`src/rtl/core/ibs_pkg.sv`:
```
// Shared constants, codes and types of the indexed byte stack.
`default_nettype none
package ibs_pkg;

   localparam int DEFAULT_DEPTH = 64;

   localparam int FUNC_W = 3;
   localparam int VAL_W  = 8;
   localparam int POS_W  = 6;
   localparam int ST_W   = 2;
   localparam int CNT_W  = 7;

   localparam logic [FUNC_W-1:0] F_PUSH   = 3'd0;
   localparam logic [FUNC_W-1:0] F_POP    = 3'd1;
   localparam logic [FUNC_W-1:0] F_READ   = 3'd2;
   localparam logic [FUNC_W-1:0] F_FIND   = 3'd3;
   localparam logic [FUNC_W-1:0] F_REMOVE = 3'd4;
   localparam logic [FUNC_W-1:0] F_INSERT = 3'd5;
   localparam logic [FUNC_W-1:0] F_WRITE  = 3'd6;

   localparam logic [ST_W-1:0] ST_OK    = 2'd0;
   localparam logic [ST_W-1:0] ST_EMPTY = 2'd1;
   localparam logic [ST_W-1:0] ST_FULL  = 2'd2;
   localparam logic [ST_W-1:0] ST_RANGE = 2'd3;

   typedef struct packed {
      logic [VAL_W-1:0] out_value;
      logic [POS_W-1:0] out_position;
      logic [ST_W-1:0]  status;
      logic [CNT_W-1:0] count;
   } res_type;

endpackage
`default_nettype wire

```
`src/rtl/core/ibs_req_if.sv`:
```
// Request channel of the indexed byte stack.
`default_nettype none
interface ibs_req_if;
   logic                       valid;
   logic                       ready;
   logic [ibs_pkg::FUNC_W-1:0] func;
   logic [ibs_pkg::VAL_W-1:0]  item_value;
   logic [ibs_pkg::POS_W-1:0]  position;

   modport source (output valid, output func, output item_value, output position,
                   input ready);
   modport sink (input valid, input func, input item_value, input position,
                 output ready);
endinterface
`default_nettype wire

```
`src/rtl/core/ibs_rsp_if.sv`:
```
// Response channel of the indexed byte stack.
`default_nettype none
interface ibs_rsp_if;
   logic                      valid;
   logic                      ready;
   logic [ibs_pkg::VAL_W-1:0] out_value;
   logic [ibs_pkg::POS_W-1:0] out_position;
   logic [ibs_pkg::ST_W-1:0]  status;
   logic [ibs_pkg::CNT_W-1:0] count;

   modport source (output valid, output out_value, output out_position,
                   output status, output count, input ready);
   modport sink (input valid, input out_value, input out_position,
                 input status, input count, output ready);
endinterface
`default_nettype wire

```
`src/rtl/core/ibs_engine.sv`:
```
// Sequencer and entry memory of the indexed byte stack.
`default_nettype none
module ibs_engine #(
   parameter int DEPTH = ibs_pkg::DEFAULT_DEPTH
) (
   input  logic                       clock,
   input  logic                       reset,
   input  logic                       req_valid,
   output logic                       req_ready,
   input  logic [ibs_pkg::FUNC_W-1:0] func,
   input  logic [ibs_pkg::VAL_W-1:0]  item_value,
   input  logic [ibs_pkg::POS_W-1:0]  position,
   output logic                       res_valid,
   input  logic                       res_ready,
   output ibs_pkg::res_type           res
);
   import ibs_pkg::*;

   localparam int AW = $clog2(DEPTH);
   localparam int CW = $clog2(DEPTH + 1);
   localparam int XW = (CW > POS_W) ? CW : POS_W;
   localparam int YW = (CW > CNT_W) ? CW : CNT_W;

   localparam logic [2:0] S_IDLE     = 3'd0;
   localparam logic [2:0] S_DECODE   = 3'd1;
   localparam logic [2:0] S_RDWAIT   = 3'd2;
   localparam logic [2:0] S_FIND     = 3'd3;
   localparam logic [2:0] S_REMOVE   = 3'd4;
   localparam logic [2:0] S_INSERT   = 3'd5;
   localparam logic [2:0] S_INS_LAST = 3'd6;
   localparam logic [2:0] S_DONE     = 3'd7;

   logic [2:0]        state_ff, state_in;
   logic [CW-1:0]     count_ff, count_in;
   logic [AW-1:0]     cur_ff, cur_in;
   logic              first_ff, first_in;
   logic [FUNC_W-1:0] op_ff, op_in;
   logic [VAL_W-1:0]  val_ff, val_in;
   logic [XW-1:0]     pos_ff, pos_in;
   logic [VAL_W-1:0]  res_val_ff, res_val_in;
   logic [POS_W-1:0]  res_pos_ff, res_pos_in;
   logic [ST_W-1:0]   res_st_ff, res_st_in;

   logic [VAL_W-1:0]  mem_ff [DEPTH];
   logic [VAL_W-1:0]  rd_data_ff;
   logic              rd_en, wr_en;
   logic [AW-1:0]     rd_addr, wr_addr;
   logic [VAL_W-1:0]  wr_data;

   logic [CW-1:0]     cnt_m1;
   logic [AW-1:0]     top_addr, pos_addr;
   logic [YW-1:0]     cnt_y;
   logic              empty, full, in_range, push_path;

   function automatic logic [POS_W-1:0] to_pos(input logic [AW-1:0] a);
      logic [XW-1:0] t;
      t = XW'(a);
      return t[POS_W-1:0];
   endfunction

   assign cnt_m1    = count_ff - CW'(1);
   assign top_addr  = cnt_m1[AW-1:0];
   assign pos_addr  = pos_ff[AW-1:0];
   assign empty     = (count_ff == '0);
   assign full      = (count_ff == CW'(DEPTH));
   assign in_range  = (pos_ff < XW'(count_ff));
   assign push_path = (op_ff == F_PUSH) || ((op_ff == F_INSERT) && !in_range);
   assign cnt_y     = YW'(count_ff);

   assign req_ready        = (state_ff == S_IDLE);
   assign res_valid        = (state_ff == S_DONE);
   assign res.out_value    = res_val_ff;
   assign res.out_position = res_pos_ff;
   assign res.status       = res_st_ff;
   assign res.count        = cnt_y[CNT_W-1:0];

   always_comb begin
      state_in   = state_ff;
      count_in   = count_ff;
      cur_in     = cur_ff;
      first_in   = first_ff;
      op_in      = op_ff;
      val_in     = val_ff;
      pos_in     = pos_ff;
      res_val_in = res_val_ff;
      res_pos_in = res_pos_ff;
      res_st_in  = res_st_ff;
      rd_en      = 1'b0;
      rd_addr    = '0;
      wr_en      = 1'b0;
      wr_addr    = '0;
      wr_data    = val_ff;
      case (state_ff)
         S_IDLE: begin
            if (req_valid) begin
               op_in    = func;
               val_in   = item_value;
               pos_in   = XW'(position);
               state_in = S_DECODE;
            end
         end
         S_DECODE: begin
            res_val_in = '0;
            res_pos_in = '0;
            res_st_in  = ST_OK;
            state_in   = S_DONE;
            if (push_path) begin
               if (full) begin
                  res_st_in = ST_FULL;
               end else begin
                  wr_en      = 1'b1;
                  wr_addr    = count_ff[AW-1:0];
                  res_pos_in = to_pos(count_ff[AW-1:0]);
                  count_in   = count_ff + CW'(1);
               end
            end else begin
               case (op_ff)
                  F_POP: begin
                     if (empty) begin
                        res_st_in = ST_EMPTY;
                     end else begin
                        rd_en      = 1'b1;
                        rd_addr    = top_addr;
                        count_in   = cnt_m1;
                        res_pos_in = to_pos(top_addr);
                        state_in   = S_RDWAIT;
                     end
                  end
                  F_READ: begin
                     if (!in_range) begin
                        res_st_in = ST_RANGE;
                     end else begin
                        rd_en      = 1'b1;
                        rd_addr    = pos_addr;
                        res_pos_in = to_pos(pos_addr);
                        state_in   = S_RDWAIT;
                     end
                  end
                  F_FIND: begin
                     if (empty) begin
                        res_st_in = ST_EMPTY;
                     end else begin
                        rd_en    = 1'b1;
                        rd_addr  = top_addr;
                        cur_in   = top_addr;
                        state_in = S_FIND;
                     end
                  end
                  F_REMOVE: begin
                     if (empty) begin
                        res_st_in = ST_EMPTY;
                     end else if (!in_range) begin
                        res_st_in = ST_RANGE;
                     end else begin
                        rd_en      = 1'b1;
                        rd_addr    = pos_addr;
                        cur_in     = pos_addr;
                        first_in   = 1'b1;
                        res_pos_in = to_pos(pos_addr);
                        state_in   = S_REMOVE;
                     end
                  end
                  F_INSERT: begin
                     if (full) begin
                        res_st_in = ST_FULL;
                     end else begin
                        rd_en      = 1'b1;
                        rd_addr    = top_addr;
                        cur_in     = top_addr;
                        res_pos_in = to_pos(pos_addr);
                        state_in   = S_INSERT;
                     end
                  end
                  F_WRITE: begin
                     if (!in_range) begin
                        res_st_in = ST_RANGE;
                     end else begin
                        wr_en      = 1'b1;
                        wr_addr    = pos_addr;
                        res_pos_in = to_pos(pos_addr);
                     end
                  end
                  default: begin
                  end
               endcase
            end
         end
         S_RDWAIT: begin
            res_val_in = rd_data_ff;
            state_in   = S_DONE;
         end
         S_FIND: begin
            // The read data always belongs to the entry at cur_ff; the scan
            // walks downward one entry per cycle.
            if (rd_data_ff == val_ff) begin
               res_val_in = val_ff;
               res_pos_in = to_pos(cur_ff);
               res_st_in  = ST_OK;
               state_in   = S_DONE;
            end else if (cur_ff == '0) begin
               res_st_in = ST_EMPTY;
               state_in  = S_DONE;
            end else begin
               rd_en   = 1'b1;
               rd_addr = cur_ff - AW'(1);
               cur_in  = cur_ff - AW'(1);
            end
         end
         S_REMOVE: begin
            if (first_ff) begin
               res_val_in = rd_data_ff;
            end else begin
               wr_en   = 1'b1;
               wr_addr = cur_ff - AW'(1);
               wr_data = rd_data_ff;
            end
            first_in = 1'b0;
            if ((CW'(cur_ff) + CW'(1)) < count_ff) begin
               rd_en   = 1'b1;
               rd_addr = cur_ff + AW'(1);
               cur_in  = cur_ff + AW'(1);
            end else begin
               count_in = cnt_m1;
               state_in = S_DONE;
            end
         end
         S_INSERT: begin
            wr_en   = 1'b1;
            wr_addr = cur_ff + AW'(1);
            wr_data = rd_data_ff;
            if (cur_ff == pos_addr) begin
               state_in = S_INS_LAST;
            end else begin
               rd_en   = 1'b1;
               rd_addr = cur_ff - AW'(1);
               cur_in  = cur_ff - AW'(1);
            end
         end
         S_INS_LAST: begin
            wr_en    = 1'b1;
            wr_addr  = pos_addr;
            wr_data  = val_ff;
            count_in = count_ff + CW'(1);
            state_in = S_DONE;
         end
         S_DONE: begin
            if (res_ready) begin
               state_in = S_IDLE;
            end
         end
         default: begin
            state_in = S_IDLE;
         end
      endcase
   end

   always_ff @(posedge clock) begin
      if (reset) begin
         state_ff <= S_IDLE;
         count_ff <= '0;
      end else begin
         state_ff <= state_in;
         count_ff <= count_in;
      end
   end

   always_ff @(posedge clock) begin
      cur_ff     <= cur_in;
      first_ff   <= first_in;
      op_ff      <= op_in;
      val_ff     <= val_in;
      pos_ff     <= pos_in;
      res_val_ff <= res_val_in;
      res_pos_ff <= res_pos_in;
      res_st_ff  <= res_st_in;
   end

   always_ff @(posedge clock) begin
      if (wr_en) begin
         mem_ff[wr_addr] <= wr_data;
      end
      if (rd_en) begin
         rd_data_ff <= mem_ff[rd_addr];
      end
   end

   a_count_bound: assert property (@(posedge clock) disable iff (reset)
      count_ff <= CW'(DEPTH))
      else $error("entry count exceeds depth");

   a_done_release: assert property (@(posedge clock) disable iff (reset)
      (state_ff == S_DONE) && res_ready |=> (state_ff == S_IDLE))
      else $error("sequencer did not return to idle after delivering a word");

   a_find_in_stack: assert property (@(posedge clock) disable iff (reset)
      (state_ff == S_FIND) |-> (CW'(cur_ff) < count_ff))
      else $error("find scan left the occupied entries");

   a_remove_in_stack: assert property (@(posedge clock) disable iff (reset)
      (state_ff == S_REMOVE) |-> (CW'(cur_ff) < count_ff))
      else $error("remove shift left the occupied entries");

   a_insert_room: assert property (@(posedge clock) disable iff (reset)
      (state_ff == S_INSERT) |-> (count_ff < CW'(DEPTH)))
      else $error("insert shift started on a full stack");

endmodule
`default_nettype wire

```
`src/rtl/core/ibs_out_reg.sv`:
```
// Output register that holds one response word until the sink takes it.
`default_nettype none
module ibs_out_reg (
   input  logic             clock,
   input  logic             reset,
   input  logic             in_valid,
   output logic             in_ready,
   input  ibs_pkg::res_type in_data,
   ibs_rsp_if.source        rsp_bus
);
   import ibs_pkg::*;

   logic    valid_ff;
   res_type data_ff;

   assign in_ready             = !valid_ff || rsp_bus.ready;
   assign rsp_bus.valid        = valid_ff;
   assign rsp_bus.out_value    = data_ff.out_value;
   assign rsp_bus.out_position = data_ff.out_position;
   assign rsp_bus.status       = data_ff.status;
   assign rsp_bus.count        = data_ff.count;

   always_ff @(posedge clock) begin
      if (reset) begin
         valid_ff <= 1'b0;
      end else if (in_valid && in_ready) begin
         valid_ff <= 1'b1;
      end else if (rsp_bus.ready) begin
         valid_ff <= 1'b0;
      end
   end

   always_ff @(posedge clock) begin
      if (in_valid && in_ready) begin
         data_ff <= in_data;
      end
   end

endmodule
`default_nettype wire

```
`src/rtl/core/indexed_byte_stack_core.sv`:
```
// Top level of the indexed byte stack.
`default_nettype none
// A byte stack of DEPTH entries numbered from the bottom, held in one
// single-port-write, registered-read memory and driven by a sequencer that
// handles one request word at a time and returns exactly one response word.
// Push, write and every rejected or unused request go from the decode state
// straight to the response; pop and read pass through a read-wait state,
// since the memory read is registered. Find scans from the top down one
// entry per cycle until a match or the bottom entry. Remove shifts every
// entry above the index down by one, and insert shifts every entry from the
// top down to the index up by one and then writes the new value, each entry
// moved being read and written back by the memory. A finished response waits
// in an output register, so the next request is accepted while the previous
// response has not yet been taken. The entry memory needs no clearing after
// reset.
module indexed_byte_stack_core #(
   parameter int DEPTH = ibs_pkg::DEFAULT_DEPTH
) (
   input  logic      clock,
   input  logic      reset,
   ibs_req_if.sink   req_bus,
   ibs_rsp_if.source rsp_bus
);
   import ibs_pkg::*;

   logic    res_valid;
   logic    res_ready;
   res_type res;

   ibs_engine #(
      .DEPTH(DEPTH)
   ) u_engine (
      .clock      (clock),
      .reset      (reset),
      .req_valid  (req_bus.valid),
      .req_ready  (req_bus.ready),
      .func       (req_bus.func),
      .item_value (req_bus.item_value),
      .position   (req_bus.position),
      .res_valid  (res_valid),
      .res_ready  (res_ready),
      .res        (res)
   );

   ibs_out_reg u_out_reg (
      .clock    (clock),
      .reset    (reset),
      .in_valid (res_valid),
      .in_ready (res_ready),
      .in_data  (res),
      .rsp_bus  (rsp_bus)
   );

endmodule
`default_nettype wire
```
`src/flat_wrapper.sv`:
```
// flat-port wrapper written by rule: the top's interface ports become plain ports
module indexed_byte_stack_core_flat import ibs_pkg::*;
#(
   parameter int DEPTH = ibs_pkg::DEFAULT_DEPTH
)
  (clock, reset, req_bus_valid, req_bus_func, req_bus_item_value, req_bus_position, req_bus_ready, rsp_bus_valid, rsp_bus_out_value, rsp_bus_out_position, rsp_bus_status, rsp_bus_count, rsp_bus_ready);
  ibs_req_if req_bus_i ();
  ibs_rsp_if rsp_bus_i ();
  input  logic clock;
  input  logic reset;
  input wire logic [$bits(req_bus_i.valid)-1:0] req_bus_valid;
  input wire logic [$bits(req_bus_i.func)-1:0] req_bus_func;
  input wire logic [$bits(req_bus_i.item_value)-1:0] req_bus_item_value;
  input wire logic [$bits(req_bus_i.position)-1:0] req_bus_position;
  output wire logic [$bits(req_bus_i.ready)-1:0] req_bus_ready;
  output wire logic [$bits(rsp_bus_i.valid)-1:0] rsp_bus_valid;
  output wire logic [$bits(rsp_bus_i.out_value)-1:0] rsp_bus_out_value;
  output wire logic [$bits(rsp_bus_i.out_position)-1:0] rsp_bus_out_position;
  output wire logic [$bits(rsp_bus_i.status)-1:0] rsp_bus_status;
  output wire logic [$bits(rsp_bus_i.count)-1:0] rsp_bus_count;
  input wire logic [$bits(rsp_bus_i.ready)-1:0] rsp_bus_ready;
  assign req_bus_i.valid = req_bus_valid;
  assign req_bus_i.func = req_bus_func;
  assign req_bus_i.item_value = req_bus_item_value;
  assign req_bus_i.position = req_bus_position;
  assign req_bus_ready = req_bus_i.ready;
  assign rsp_bus_valid = rsp_bus_i.valid;
  assign rsp_bus_out_value = rsp_bus_i.out_value;
  assign rsp_bus_out_position = rsp_bus_i.out_position;
  assign rsp_bus_status = rsp_bus_i.status;
  assign rsp_bus_count = rsp_bus_i.count;
  assign rsp_bus_i.ready = rsp_bus_ready;
  indexed_byte_stack_core #(.DEPTH(DEPTH)) u_core (.clock(clock), .reset(reset), .req_bus(req_bus_i), .rsp_bus(rsp_bus_i));
endmodule
```
`config.mk`:
```
export PLATFORM = sky130hd
export DESIGN_NAME = indexed_byte_stack_core_flat
export DESIGN_NICKNAME = d
export VERILOG_FILES = /design/src/rtl/core/ibs_pkg.sv /design/src/rtl/core/ibs_req_if.sv /design/src/rtl/core/ibs_rsp_if.sv /design/src/rtl/core/ibs_engine.sv /design/src/rtl/core/ibs_out_reg.sv /design/src/rtl/core/indexed_byte_stack_core.sv /design/src/flat_wrapper.sv
export SDC_FILE = /design/constraint.sdc
export NUM_CORES = 1
export LEC_CHECK = 0
export BUFFER_PORTS_ARGS = -buffer_cell sky130_fd_sc_hd__buf_2
export CAP_MARGIN = 20
export CORE_MARGIN = 1.5
export CORE_UTILIZATION = 38
export CTS_CLUSTER_DIAMETER = 60
export DETAILED_ROUTE_END_ITERATION = 6
export MAX_ROUTING_LAYER = met4
export PLACE_DENSITY = 0.61
export REMOVE_ABC_BUFFERS = 1
export SKIP_CTS_REPAIR_TIMING = 1
export SLEW_MARGIN = 40
export SYNTH_ARGS = -nofsm -noshare
export SYNTH_HDL_FRONTEND = slang
export SYNTH_HIERARCHICAL = 1
export SYNTH_SLANG_ARGS = --single-unit
```
`constraint.sdc`:
```
create_clock -name clock -period 4.98 [get_ports clock]
set_input_delay 0.996 -clock clock [delete_from_list [all_inputs] [get_ports clock]]
set_output_delay 0.996 -clock clock [all_outputs]
set_load 0.02 [all_outputs]
```
==> flow_summary.toml, run 1 <==
[status]
status = "complete, no violations"

[placement]
postPlaceCellArea_mm2 = 0.02803
portBuffers = 45
dp_hpwl_um = 50510
place.gp.congestion = 0.9576
dp.cells = 2934

[cts]
clockBufferDepth = 3
cts_num_sinks = 594
htreeDepth = 3
clk-insertion-delay-late_ps = 630
clk_pin_slew_worst_paths_ps = 60
cts-buffers-inserted = 69
cts_tree = "yes"
cts_root_buffer = "clkbuf_16"

[floorplan]
num_io_pins = 46
core_region_area_mm2 = 0.06728
die_h_um = 263.8
die_w_um = 263.8
start_util_pct = 38.43
dieArea_mm2 = 0.06961
rows = 95

[critical_path]
rr_startpoint = "u_core/u_engine/cnt_y[2]$_SDFFE_PP0P_"
worstPathCellList = "inv_1 -> ha_1 -> a21oi_1 -> o21ai_2 -> a21o_1 -> nand3_1 -> a21oi_1 -> buf_4 -> a22oi_1 -> o221ai_1 -> or3_1 -> a211o_1 -> nor2_2"
cpPeakStageDelay_ps = 610
slowest_stage = "or3_1"
required_ps = 5250
start_kind = "flop"
path_buf_inv = 2
worstSetupPathType = "flop to flop"
path_delay_family = "compound AO/OA/AOI/OAI gates"
crit_start = "u_core/u_engine/cnt_y[2]$_SDFFE_PP0P_"
worstPathMaxFanout = 10
path_common_cell = "a21oi_1"
worstPathArrival_ps = 5100
worstSetupEndpointType = "flop"

[power]
p_leak_nw = 10.69
pwr-share-seq_pct = 35.0
finalPower_mw = 19.29
vdd_drop_max_v = 0.0002823
power_density_mw_per_mm2 = 631.2
switching_share_pct = 37.94
combinationalPowerShare_pct = 37.8
internal-power_mw = 11.97
clockPowerShare_pct = 27.2
power_switching_mw = 7.318

[finish]
fill_cells = 5984
multi_input_area_mm2 = 0.007535
drive_above_1_share_pct = 17.83
layout_commonest_cell = "edfxtp_1"
final_cell_mix = "583 x edfxtp_1, 360 x nand2_1, 165 x buf_4"
final-instance-count-excl-fill = 3068
final-seq-area_mm2 = 0.01773
design_area_mm2 = 0.03056
final_nets = 2177
areaGrowthSynthToFinish_pct = 18.18
fin_util_pct = 45.42

[detailed_routing]
detail_route.wirelength_um = 76010
wl_per_cell_um = 24.78
drtAntennaViolNets = 0
vias_per_cell = 5.746
firstDrtPassIters = 6
drt_iter0_markers = 2055
drc_errors = 0
via_count = 17630

[flow_run]
maxCapViolCount = 0

[synthesis]
ys.flop_type = "edfxtp_1"
post_synth_num_cell_types = 84
yosysWarnings = 6
yosysSeqAreaShare_pct = 68.56
ys_ff_latch = 594
syn_area_mm2 = 0.02585
syn_inst = 1955
synth-edff-count = 583
synth_area_per_cell_um2 = 13.22
async_flop_share_pct = 0

[min_path]
hp-class = "flop to flop"
min_from = "u_core/u_engine/res_val_ff[3]$_DFFE_PP_"

[sta]
maxSlewViolCount = 0
tightest_slew_ps = 817.2
finalHoldViolCount = 0
whs_ps = 416.5
max_freq_mhz = 206.8
period_share_pct = 97.10
setup_viol = 0
slew_headroom_pct = 45.32
period_minus_slack_ps = 4835
fin_worst_skew_ps = 29.55

[grt]
grt_pass1_vias = 17010
grt_max_degree = 65
gr-total-overflow = 0
grt_usage_pct = 22.40
grt_pass1_wl_um = 113000
antenna_found_initial = 4
-- power by group through the flow --
| stage | Sequential, mW | Clock, mW | Combinational (mW) |
|---|---|---|---|
| 2_1_floorplan | 6.78 | 0 | 4.08 |
| 3_3_place_gp | 6.83 | 0 | 7.02 |
| 3_5_place_dp | 6.84 | 0 | 7.06 |
| 4_1_cts | 6.73 | 5.33 | 7.09 |
| 5_1_grt | 6.78 | 5.54 | 7.75 |
| 6_report | 6.75 | 5.25 | 7.29 |
-- synthesized netlist by cell type (5+ instances only) --
| master | number | area, um^2 |
|---|---|---|
| a2111oi_0 | 13 | 113.9 |
| a211oi_1 | 15 | 112.6 |
| a21oi_1 | 93 | 465.5 |
| a221o_1 | 11 | 110.1 |
| a221oi_1 | 13 | 113.9 |
| a22oi_1 | 48 | 360.4 |
| a311oi_1 | 6 | 52.55 |
| a31oi_1 | 19 | 118.9 |
| a32oi_1 | 14 | 122.6 |
| and2_1 | 5 | 31.28 |
| and3_1 | 14 | 87.58 |
| buf_1 | 9 | 33.78 |
| buf_2 | 42 | 210.2 |
| buf_4 | 12 | 90.09 |
| buf_6 | 17 | 191.4 |
| clkbuf_1 | 29 | 108.9 |
| dfxtp_1 | 11 | 220.2 |
| edfxtp_1 | 583 | 17510 |
| ha_1 | 17 | 212.7 |
| inv_1 | 23 | 86.33 |
| mux2_2 | 10 | 112.6 |
| mux2i_1 | 106 | 1061 |
| mux4_2 | 7 | 157.7 |
| nand2_1 | 360 | 1351 |
| nand2b_1 | 7 | 43.79 |
| nand3_1 | 117 | 585.6 |
| nand4_1 | 13 | 81.33 |
| nor2_1 | 123 | 461.7 |
| nor3_1 | 25 | 125.1 |
| o211ai_1 | 5 | 37.54 |
| o21ai_0 | 43 | 215.2 |
| o221ai_1 | 6 | 52.55 |
| o22ai_1 | 8 | 50.05 |
| o41ai_1 | 6 | 52.55 |
| or4_1 | 5 | 37.54 |
| xnor2_1 | 13 | 113.9 |
| xor2_1 | 22 | 192.7 |
-- metrics by stage --
step	setup slack (ps)	setup TNS, ps
final	144.5	0
after global routing	-15.49	-15.49
after CTS	96.97	0
after detailed placement	139.4	0
after global placement	166.6	0
after floorplan	-3835	-29410
-- registers in the layout, summed over array words and instances, names as in the netlist --
register / count
u_core/u_engine/res_pos_ff: 6
u_core/u_out_reg/rsp_bus.status: 2
u_core/u_out_reg/rsp_bus.out_position: 6
u_core/u_engine/val_ff: 8
u_core/u_engine/res_st_ff: 2
u_core/u_engine/mem_ff: 512
u_core/u_out_reg/rsp_bus.out_value: 8
u_core/u_engine/cnt_y: 7
u_core/u_engine/res_val_ff: 8
u_core/u_engine/rd_data_ff: 8
u_core/u_engine/pos_ff: 6
u_core/u_engine/first_ff: 1
u_core/u_engine/op_ff: 3
u_core/u_engine/cur_ff: 6
u_core/u_out_reg/rsp_bus.valid: 1
u_core/u_out_reg/rsp_bus.count: 7
u_core/u_engine/state_ff: 3
-- per-layer routing --
metal,GRT usage (%),vias up,part of all wire (%)
li1,-,7789,-
met1,30.14,8768,42
met2,33.30,906,45
met3,5.108,165,9.5
met4,8.015,0,3.6
met5,-,-,0
-- worst paths after layout --
kind / to / slack, ps / cells after the start
worst max-delay path: u_core/u_engine/mem_ff[40][7]$_DFFE_PP_ / 140 / 13
worst min-delay path: u_core/u_out_reg/rsp_bus.out_value[3]$_DFFE_PP_ / 420 / 0
worst max register to register: u_core/u_engine/mem_ff[40][7]$_DFFE_PP_ / 140 / 13
worst min register to register: u_core/u_out_reg/rsp_bus.out_value[3]$_DFFE_PP_ / 420 / 0
-- cell families (layout without fill, tap and decap cells) --
logic type	after synthesis	after routing	share of synthesized area, %
buffers and inverters	135	373	2.845
DFF	594	594	68.56
and+or+nand+nor	707	707	12.09
other	0	2	0
muxes	124	124	5.193
AOI/OAI and AO/OA	343	343	9.301
xor gates and xnor gates	35	35	1.186
adders and majority gates	17	17	0.8227
-- area by class of cell --
class,instances,share of cell area (%)
diodes,2,0.01638
clock buffers,83,6.028
clock inverters,42,1.732
inverters,25,0.3071
multi-input cells,1226,24.66
flip-flops and latches,594,58.02
well taps,873,3.575
repair buffers,223,5.667
Note: power is estimated with default switching activity, not from simulation.
==> inputs of run 2 (changes only) <==
ABC_AREA = 1   (was not set)
==> run 2 against run 1 <==
Compared with the run above:
- sequential share of layout area decreased by 3.2 points
- die area increased by 11%
- hold slack got worse by 1.0 ps
- non-clock buffer count decreased by 83
- routed wire length increased by 6.3%
- combinational power increased by 17%
- clock skew decreased by 0.72 ps
- fmax increased by 13%
- critical path type unchanged
- largest power group unchanged
==> flow_summary.toml, run 2 <==
[synthesis]
synth-edff-count = 583
ys.flop_type = "edfxtp_1"
ys_ff_latch = 594
yosysWarnings = 6
synthTopCellsByArea = "edfxtp_1 61%, nand3_1 9.0%, inv_1 7.6%, nand4_1 5.7%, nand2_1 5.5%"
synth_area_per_cell_um2 = 9.907
yosys.area.top_type = "edfxtp_1"
yosys-top-cells-count = "583 x edfxtp_1, 580 x inv_1, 515 x nand3_1, 422 x nand2_1, 261 x nand4_1"
syn_inst = 2900
post_synth_num_cell_types = 51
async_flop_share_pct = 0
synth_top_area_share_pct = 60.93
syn_area_mm2 = 0.02873
synth.most_common_cell = "edfxtp_1"
yosysSeqAreaShare_pct = 61.70

[critical_path]
worstPathMaxFanout = 10
rr_worst_depth = 15
worstPathCellList = "inv_2 -> ha_1 -> a21oi_1 -> nand2_1 -> nand2_1 -> nand2_4 -> nand2_2 -> nand2_4 -> nand2_1 -> a21oi_1 -> nor3_1 -> inv_1 -> nor2_1 -> nand2_1 -> nor2_1"
worstSetupPathType = "flop to flop"
required_ps = 5200
path_depth = 15
cpPeakStageDelay_ps = 860
slowest_stage = "nor2_1"
path_buf_inv = 2
path_delay_family = "simple AND/OR/NAND/NOR gates"
start_kind = "flop"
path_common_cell = "nand2_1"
worstPathArrival_ps = 4490
worstSetupEndpointType = "flop"

[finish]
final_cell_mix = "583 x edfxtp_1, 580 x inv_1, 515 x nand3_1"
largest_reg_flops = 512
areaGrowthSynthToFinish_pct = 12.63
antenna_cells = 0
top_register = "u_core/u_engine/mem_ff"
final_nets = 2975
design_area_mm2 = 0.03236
final-instance-count-excl-fill = 3954
fin_util_pct = 43.32
layout_commonest_cell = "edfxtp_1"
drive_above_1_share_pct = 9.883

[detailed_routing]
wl_per_cell_um = 20.44
drt_iter0_markers = 2190
via_count = 21240
vias_per_cell = 5.372
drtAntennaViolNets = 0
detail_route.wirelength_um = 80810
firstDrtPassIters = 6
drc_errors = 0

[grt]
antenna_found_initial = 0
grt_usage_pct = 21.54
globalRouteMet3Util_pct = 3.618
grt_pass1_wl_um = 124500
gr-total-overflow = 0
gr-usage-met2_pct = 32.83
grt_pass1_vias = 19910
grt_max_degree = 103
top_usage_layer = "met2"
grt_use_met1_pct = 29.30

[cts]
cts_root_buffer = "clkbuf_16"
clk-insertion-delay-late_ps = 610
clk_pin_slew_worst_paths_ps = 60
cts_num_sinks = 594
htreeDepth = 3
cts_tree = "yes"
clockBufferDepth = 3
cts-buffers-inserted = 67

[floorplan]
die_h_um = 278.0
core_region_area_mm2 = 0.07470
rows = 100
num_io_pins = 46
die_w_um = 278.0
dieArea_mm2 = 0.07727
start_util_pct = 38.46

[sta]
finalHoldViolCount = 0
rsz0062_at_grt = "false"
whs_ps = 415.5
maxSlewViolCount = 0
max_freq_mhz = 234.1
period_share_pct = 85.79
period_minus_slack_ps = 4272
tightest_slew_ps = 891.9
fin_worst_skew_ps = 28.82
slew_headroom_pct = 40.40
setup_viol = 0

[power]
vdd_drop_max_v = 0.0003485
p_leak_nw = 13.27
power_density_mw_per_mm2 = 621.8

[flow_run]
maxCapViolCount = 0

[placement]
portBuffers = 45
postPlaceCellArea_mm2 = 0.03026
dp_hpwl_um = 48150
dp.cells = 3835
place.gp.congestion = 0.9387

[min_path]
hp-class = "flop to flop"
hold-path-cell-count = 0

[status]
status = "complete, no violations"
run 2: cell types whose count changed after synthesis, sizes merged, moves of 15 or more:
cell,change
a2111oi,-15
a21oi,-61
a22oi,-48
buf,+66
inv,+575
mux2i,-106
nand2,+71
nand3,+399
nand4,+248
nor2,+31
o21ai,-18
run 2: path summary, 6_finish.rpt:
check,slack [ps],end,from
hold / removal,420,u_core/u_out_reg/rsp_bus.status[1]$_DFFE_PP_,u_core/u_engine/res_st_ff[1]$_SDFFCE_PP0P_
hold reg to reg,420,u_core/u_out_reg/rsp_bus.status[1]$_DFFE_PP_,u_core/u_engine/res_st_ff[1]$_SDFFCE_PP0P_
setup / recovery,710,u_core/u_engine/mem_ff[9][6]$_DFFE_PP_,u_core/u_engine/cnt_y[2]$_SDFFE_PP0P_
setup reg to reg,710,u_core/u_engine/mem_ff[9][6]$_DFFE_PP_,u_core/u_engine/cnt_y[2]$_SDFFE_PP0P_
run 2: worst register-to-register path, delay by kind of cell, from the launching register on:
kind / cells / cell delay, ps
AND/OR/NAND/NOR: 10 / 2560
flip-flops: 1 / 510
adder cells (fa/ha/maj): 1 / 320
AO/OA/AOI/OAI: 2 / 240
buffers and inverters: 2 / 240
run 2: cell families (layout without fill, tap and decap cells):
| family | Yosys count | after routing | share of synthesized area [%] |
|---|---|---|---|
| and+or+nand+nor | 1386 | 1386 | 23.19 |
| buffers and inverters | 771 | 856 | 11.26 |
| DFF | 594 | 594 | 61.70 |
| AOI/OAI and AO/OA | 112 | 112 | 2.500 |
| xor gates and xnor gates | 20 | 20 | 0.6097 |
| adders and majority gates | 17 | 17 | 0.7403 |
run 2: final cells by class:
cell class                      instances  area, um^2
Fill cell                            7022       42340
Tap cell                              969        1212
Timing Repair Buffer                  140        1194
Inverter                              599        2256
Clock inverter                         30       230.2
Clock buffer                           87        1826
Sequential cell                       594       17730
Multi-Input combinational cell       1535        7916
run 2: where the power goes:
group / internal (mW) / switching (mW)
Clock: 2.70 / 1.98
Combinational: 2.37 / 6.18
Sequential: 6.60 / 0.286
run 2: routing by layer:
metal / part of all wire, % / vias up
met1: 43 / 10250
met4: 3.0 / 0
met3: 7.7 / 143
met5: 0 / -
met2: 46 / 911
li1: - / 9936
run 2: through the flow:
| stage | power, mW | worst slack, ps | setup TNS (ps) |
|---|---|---|---|
| 3_3_place_gp | 15.32 | 661.0 | 0 |
| 4_1_cts | 20.07 | 585.0 | 0 |
| 2_1_floorplan | 12.10 | -2131 | -17010 |
| 3_5_place_dp | 15.37 | 597.3 | 0 |
| 6_report | 20.12 | 707.7 | 0 |
| 5_1_grt | 21.14 | 377.1 | 0 |
